File: src/rtl/rss_pkg.sv
package rss_pkg;

  localparam int MAX_DEPTH = 15;
  localparam int DEPTH_W   = $clog2(MAX_DEPTH + 1);

  localparam logic [7:0] CH_NUL    = 8'h00;
  localparam logic [7:0] CH_CARET  = 8'h5e;
  localparam logic [7:0] CH_DOLLAR = 8'h24;
  localparam logic [7:0] CH_LPAR   = 8'h28;
  localparam logic [7:0] CH_RPAR   = 8'h29;
  localparam logic [7:0] CH_LBRK   = 8'h5b;
  localparam logic [7:0] CH_RBRK   = 8'h5d;
  localparam logic [7:0] CH_BANG   = 8'h21;
  localparam logic [7:0] CH_STAR   = 8'h2a;
  localparam logic [7:0] CH_PLUS   = 8'h2b;
  localparam logic [7:0] CH_QUEST  = 8'h3f;
  localparam logic [7:0] CH_LBRC   = 8'h7b;
  localparam logic [7:0] CH_RBRC   = 8'h7d;

  typedef enum logic [2:0] {
    MODE_FIRST,
    MODE_START,
    MODE_PREFIX,
    MODE_PAREN,
    MODE_BRACKET,
    MODE_BRACE,
    MODE_GROUP,
    MODE_REP
  } mode_t;

  typedef enum logic [2:0] {
    ST_OK,
    ST_CARET,
    ST_SYNTAX,
    ST_PAREN,
    ST_BRACKET,
    ST_BRACE,
    ST_DOLLAR,
    ST_OVER
  } status_t;

  typedef struct packed {
    logic    seg_start;
    status_t status;
    logic    expr_ok;
  } result_t;

endpackage

File: src/rtl/rss_parse_core.sv
module rss_parse_core (
  input  logic             clk,
  input  logic             rst_n,
  input  logic             step,
  input  logic [7:0]       char_code,
  input  logic             last_char,
  output rss_pkg::result_t res
);
  import rss_pkg::*;

  mode_t               mode_r, mode_nxt;
  logic [DEPTH_W-1:0]  depth_r, depth_nxt;
  status_t             st_r, st_nxt;

  always_ff @(posedge clk) begin
    if (!rst_n) begin
      mode_r  <= MODE_FIRST;
      depth_r <= '0;
      st_r    <= ST_OK;
    end else if (step) begin
      if (last_char) begin
        mode_r  <= MODE_FIRST;
        depth_r <= '0;
        st_r    <= ST_OK;
      end else begin
        mode_r  <= mode_nxt;
        depth_r <= depth_nxt;
        st_r    <= st_nxt;
      end
    end
  end

  always_comb begin
    logic       do_start;
    logic       at_zero;
    logic       new_seg;
    logic [7:0] open_ch;
    logic [7:0] close_ch;
    status_t    grp_err;

    mode_nxt  = mode_r;
    depth_nxt = depth_r;
    st_nxt    = st_r;
    do_start  = 1'b0;
    at_zero   = 1'b0;
    new_seg   = 1'b0;
    open_ch   = (mode_r == MODE_PAREN) ? CH_LPAR : CH_LBRK;
    close_ch  = (mode_r == MODE_PAREN) ? CH_RPAR : CH_RBRK;
    grp_err   = (mode_r == MODE_PAREN) ? ST_PAREN : ST_BRACKET;

    if (st_r == ST_OK) begin
      case (mode_r)
        MODE_FIRST, MODE_START: begin
          new_seg  = 1'b1;
          do_start = 1'b1;
          at_zero  = (mode_r == MODE_FIRST);
        end
        MODE_PREFIX: begin
          do_start = 1'b1;
        end
        MODE_PAREN, MODE_BRACKET: begin
          if (char_code == CH_NUL) begin
            st_nxt = grp_err;
          end else if (char_code == open_ch) begin
            if (depth_r >= DEPTH_W'(MAX_DEPTH)) begin
              st_nxt = ST_OVER;
            end else begin
              depth_nxt = depth_r + 1'b1;
            end
          end else if (char_code == close_ch) begin
            depth_nxt = depth_r - 1'b1;
            if (depth_r == DEPTH_W'(1)) begin
              mode_nxt = MODE_GROUP;
            end
          end
        end
        MODE_BRACE: begin
          if (char_code == CH_NUL) begin
            st_nxt = ST_BRACE;
          end else if (char_code == CH_RBRC) begin
            mode_nxt = MODE_REP;
          end
        end
        MODE_GROUP, MODE_REP: begin
          if (mode_r == MODE_GROUP && char_code inside {CH_STAR, CH_PLUS, CH_QUEST}) begin
            mode_nxt = MODE_REP;
          end else if (mode_r == MODE_GROUP && char_code == CH_LBRC) begin
            mode_nxt = MODE_BRACE;
          end else if (char_code == CH_DOLLAR) begin
            if (last_char) begin
              mode_nxt = MODE_REP;
            end else begin
              st_nxt = ST_DOLLAR;
            end
          end else begin
            new_seg  = 1'b1;
            do_start = 1'b1;
          end
        end
        default: begin
          mode_nxt = mode_r;
        end
      endcase
    end

    if (do_start) begin
      case (char_code)
        CH_CARET: begin
          if (at_zero) begin
            mode_nxt = MODE_PREFIX;
          end else begin
            st_nxt = ST_CARET;
          end
        end
        CH_BANG: begin
          mode_nxt = MODE_PREFIX;
        end
        CH_LPAR: begin
          depth_nxt = DEPTH_W'(1);
          mode_nxt  = MODE_PAREN;
        end
        CH_LBRK: begin
          depth_nxt = DEPTH_W'(1);
          mode_nxt  = MODE_BRACKET;
        end
        default: begin
          st_nxt = ST_SYNTAX;
        end
      endcase
    end

    res.seg_start = new_seg && (st_nxt == ST_OK);

    // end of expression: anything still open is a mismatch; a prefix or a missing sub-pattern is a syntax error
    if (last_char && st_nxt == ST_OK) begin
      case (mode_nxt)
        MODE_PAREN:                          st_nxt = ST_PAREN;
        MODE_BRACKET:                        st_nxt = ST_BRACKET;
        MODE_BRACE:                          st_nxt = ST_BRACE;
        MODE_PREFIX, MODE_FIRST, MODE_START: st_nxt = ST_SYNTAX;
        default:                             st_nxt = st_nxt;
      endcase
    end

    res.status  = st_nxt;
    res.expr_ok = last_char && (st_nxt == ST_OK);
  end

endmodule

File: src/rtl/regex_subpattern_splitter_unit.sv
// Splits a regex expression, fed one byte per beat with the final byte
// marked by in_last_char, into sub-patterns: one result beat per input
// beat, with out_seg_start on each byte that opens a sub-pattern, the
// sticky error code on out_status and out_expr_ok on the final byte of a
// valid expression. One byte is taken every cycle while out_ready is high;
// a byte goes from the input register to the result register, and the
// parse state for the next expression is cleared by the final byte
// itself, so expressions may follow back to back.
module regex_subpattern_splitter_unit (
  input  logic       clk,
  input  logic       rst_n,
  input  logic       in_valid,
  output logic       in_ready,
  input  logic [7:0] in_char_code,
  input  logic       in_last_char,
  output logic       out_valid,
  input  logic       out_ready,
  output logic       out_seg_start,
  output logic [2:0] out_status,
  output logic       out_expr_ok
);
  import rss_pkg::*;

  logic       in_v_r;
  logic [7:0] char_r;
  logic       last_r;
  logic       out_v_r;
  result_t    res_r;
  result_t    res;
  logic       adv;

  assign adv      = in_v_r && (!out_v_r || out_ready);
  assign in_ready = !in_v_r || adv;

  always_ff @(posedge clk) begin
    if (!rst_n) begin
      in_v_r <= 1'b0;
    end else if (in_ready) begin
      in_v_r <= in_valid;
    end
  end

  always_ff @(posedge clk) begin
    if (in_ready && in_valid) begin
      char_r <= in_char_code;
      last_r <= in_last_char;
    end
  end

  rss_parse_core u_core (
    .clk       (clk),
    .rst_n     (rst_n),
    .step      (adv),
    .char_code (char_r),
    .last_char (last_r),
    .res       (res)
  );

  always_ff @(posedge clk) begin
    if (!rst_n) begin
      out_v_r <= 1'b0;
    end else if (adv) begin
      out_v_r <= 1'b1;
    end else if (out_ready) begin
      out_v_r <= 1'b0;
    end
  end

  always_ff @(posedge clk) begin
    if (adv) begin
      res_r <= res;
    end
  end

  assign out_valid     = out_v_r;
  assign out_seg_start = res_r.seg_start;
  assign out_status    = res_r.status;
  assign out_expr_ok   = res_r.expr_ok;

endmodule

File: config.mk
export PLATFORM = sky130hd
export DESIGN_NAME = regex_subpattern_splitter_unit
export DESIGN_NICKNAME = d
export VERILOG_FILES = /design/src/rtl/rss_pkg.sv /design/src/rtl/rss_parse_core.sv /design/src/rtl/regex_subpattern_splitter_unit.sv
export SDC_FILE = /design/constraint.sdc
export NUM_CORES = 1
export LEC_CHECK = 0
export BUFFER_PORTS_ARGS = -buffer_cell sky130_fd_sc_hd__buf_2
export CAP_MARGIN = 20
export CORE_MARGIN = 4
export CORE_UTILIZATION = 34
export CTS_CLUSTER_DIAMETER = 40
export DETAILED_ROUTE_END_ITERATION = 10
export HOLD_SLACK_MARGIN = 0.08
export PLACE_DENSITY = 0.63
export SYNTH_ARGS = -nofsm -noshare
export SYNTH_HDL_FRONTEND = slang
export SYNTH_SLANG_ARGS = --single-unit
File: constraint.sdc
create_clock -name clk -period 2.7 [get_ports clk]
set_clock_uncertainty 0.05 [all_clocks]
set_input_delay 0.405 -clock clk [delete_from_list [all_inputs] [get_ports clk]]
set_output_delay 0.405 -clock clk [all_outputs]
set_load 0.01 [all_outputs]
==> flow_metrics.tcl <==
set metrics [dict create \
    worstPathArrival_ns 2.64 \
    synthArstFlopShare 0 \
    p_int_w 0.000637 \
    synth_flop_cell "edfxtp_1" \
    syn_to_final_growth_pct 23.9 \
    rsz0062_at_grt "true" \
    p_total_w 0.000831 \
    antenna_found_initial 0 \
    ff2ff_path_depth 7 \
    min_path_type "in2reg" \
    dp_hpwl_um 3840 \
    dr_total_vias 1820 \
    overflow 0 \
    fin_crit_sh 0.984 \
    routedWlPerCell_um 16.4 \
    io_pins 20 \
    clock_sinks 26 \
    period_needed_ns 2.66 \
    core_um2 5240 \
    ys_ff_latch 26 \
    grtUsageTotal 0.159 \
    first_iter_violations 98 \
    final_common_cell "buf_4" \
    fin_util 0.447 \
    dieHeight_um 82.6 \
    hold_viol_final 0 \
    pwr-share-comb 0.121 \
    cts_hold_buf 0 \
    root_buffer "clkbuf_8" \
    drive_gt1_frac 0.297 \
    layout.cells.non_filler 316 \
    routed_wirelength_um 5190 \
    rows 26 \
    io_buffers 19 \
    gp_congestion 0.906 \
    grt_max_degree 16 \
    cts_htree_levels 1 \
    p_sw_w 0.000194 \
    setup_tns_ns 0 \
    power.leakage_nw 0.890 \
    slew_headroom 0.700 \
    fin_nets 263 \
    setup_viol_count_final 0 \
    use_met3 0.0228 \
    cts_buffers 3 \
    cp-start-kind "flip-flop" \
    die_area_um2 6820 \
    dp.cells 310 \
    start_util 0.361 \
    layout_common_cells "buf_4, buf_2, nand2_1, edfxtp_1" \
    synthCells 209 \
    clk_latency_ns 0.27 \
    synthDistinctLibCells 67 \
    path_class "reg2reg" \
    switching_share 0.234 \
    drtPass1Iterations 4 \
    synth-warning-count 0 \
    crit_fanout 3 \
    synth_area_um2 1890 \
    tightest_slew_ns 0.443 \
    synth_area_leaders "edfxtp_1, dfxtp_1, nor2b_1" \
    max_clock_freq_mhz 376 \
    seqPwrFrac 0.536 \
    die_x_um 82.6 \
    final-max-slew-violation-count 0 \
    power_density_nw_per_um2 355 \
    post-place-ws_ns 0.0197 \
    whs_path_depth 1 \
    yosys.area.top_type "edfxtp_1" \
    drv_cap 0 \
    required_ns 2.69 \
    synth.avg_cell_area_um2 9.05 \
    ys_seq_area_frac 0.349 \
    synth_nets 225 \
    use_met1 0.209 \
    layout_setup_ws_ns 0.0436 \
    n_antenna_cell 0 \
    worst_setup_path_end_kind "flip-flop" \
    drc_errors 0 \
    clock_path_buffers 2 \
    viasPerCell 5.76 \
    grt_pass1_wl_um 8320 \
    vdd_drop_max_v 0.000281 \
    clockPowerShare 0.343 \
    busiest_layer "met2" \
    use_met2 0.259 \
    clkTransAtPathRegs_ns 0.09 \
    cts_tree "yes" \
    status "complete, no violations" \
    synth_edf_count 14 \
    ant_nets 0 \
    synth_top_area_share 0.222 \
    first_global_vias 1738 \
]
[worst max-delay path, cell delays in order, from the launching register on]
cell	delay, ns
edfxtp_1	0.42
or4b_4	0.57
or4_4	0.50
and3_4	0.19
a211oi_4	0.18
o22ai_2	0.11
xor2_1	0.16
a41o_1	0.24
[final timing paths]
path / startpoint / to / slack, ns
max: char_r[2] / out_status[0] / 0.04
min: in_char_code[4] / char_r[4] / 0.25
max reg2reg: char_r[2] / out_status[0] / 0.04
min reg2reg: in_v_r / out_valid / 0.48
[routing by layer]
layer  wire length [um]  vias up  part of all wire
met4                109        0             0.021
met1               2260      853              0.44
met3                300       10             0.058
met5                  0        -                 0
li1                   -      889                 -
met2               2520       68              0.48
[sequential cells by signal, indices dropped and copies added, names as in the netlist]
| signal | cells |
|---|---|
| char_r | 8 |
| u_core.depth_r | 4 |
| out_status | 3 |
| u_core.mode_r | 3 |
| u_core.st_r | 3 |
| in_v_r | 1 |
| last_r | 1 |
| out_expr_ok | 1 |
| out_seg_start | 1 |
| out_valid | 1 |
[timing repair]
item | CTS | global route
setup endpoints to repair | 0 | 12
buffers inserted | 0 | 2
resized for setup | 0 | 14
[logic make-up after synthesis]
logic type	share of synthesized area
AND/OR/NAND/NOR	0.304
AO/OA/AOI/OAI	0.264
flip-flops	0.349
buffers and inverters	0.0483
adder cells (fa/ha/maj)	0.0199
XOR/XNOR	0.00927
multiplexers	0.00529
[stage by stage]
| stage | cell area (um^2) | hold WS [ns] |
|---|---|---|
| after floorplan | 1890 | 0.431 |
| after global placement | 2200 | 0.462 |
| after detailed placement | 2200 | 0.470 |
| after CTS | 2260 | 0.244 |
| after global routing | 2340 | 0.244 |
| final | 2340 | 0.250 |
[layout make-up]
type | count | area, um^2
Clock buffer | 4 | 66.3
Fill cell | 514 | 2900
Inverter | 9 | 33.8
Multi-Input combinational cell | 162 | 1200
Sequential cell | 26 | 662
Tap cell | 70 | 87.6
Timing Repair Buffer | 45 | 294
[power by group through the flow]
stage,sequential (W),clock (W),combinational (W)
2_1_floorplan,0.000450,0,0.0000561
3_3_place_gp,0.000454,0,0.0000905
3_5_place_dp,0.000454,0,0.0000908
4_1_cts,0.000445,0.000300,0.0000909
5_1_grt,0.000448,0.000308,0.000109
6_report,0.000446,0.000286,0.000100
[synthesized netlist by cell type (3+ instances only)]
cell type and instances:
edfxtp_1 14, nand2_1 14, dfxtp_1 12, nor2_1 11, a21oi_1 10, inv_1 9
nor2b_1 9, and2_1 7, clkbuf_1 7, nor3_1 6, o21ai_0 6, a22oi_1 5
nand2b_1 5, nand3_1 5, nor4_1 5, buf_2 4, nand4_1 4, o31ai_1 4
a211o_1 3, a31oi_1 3, ha_1 3, or3_1 3
No activity file was read; power rests on OpenSTA's default activity.
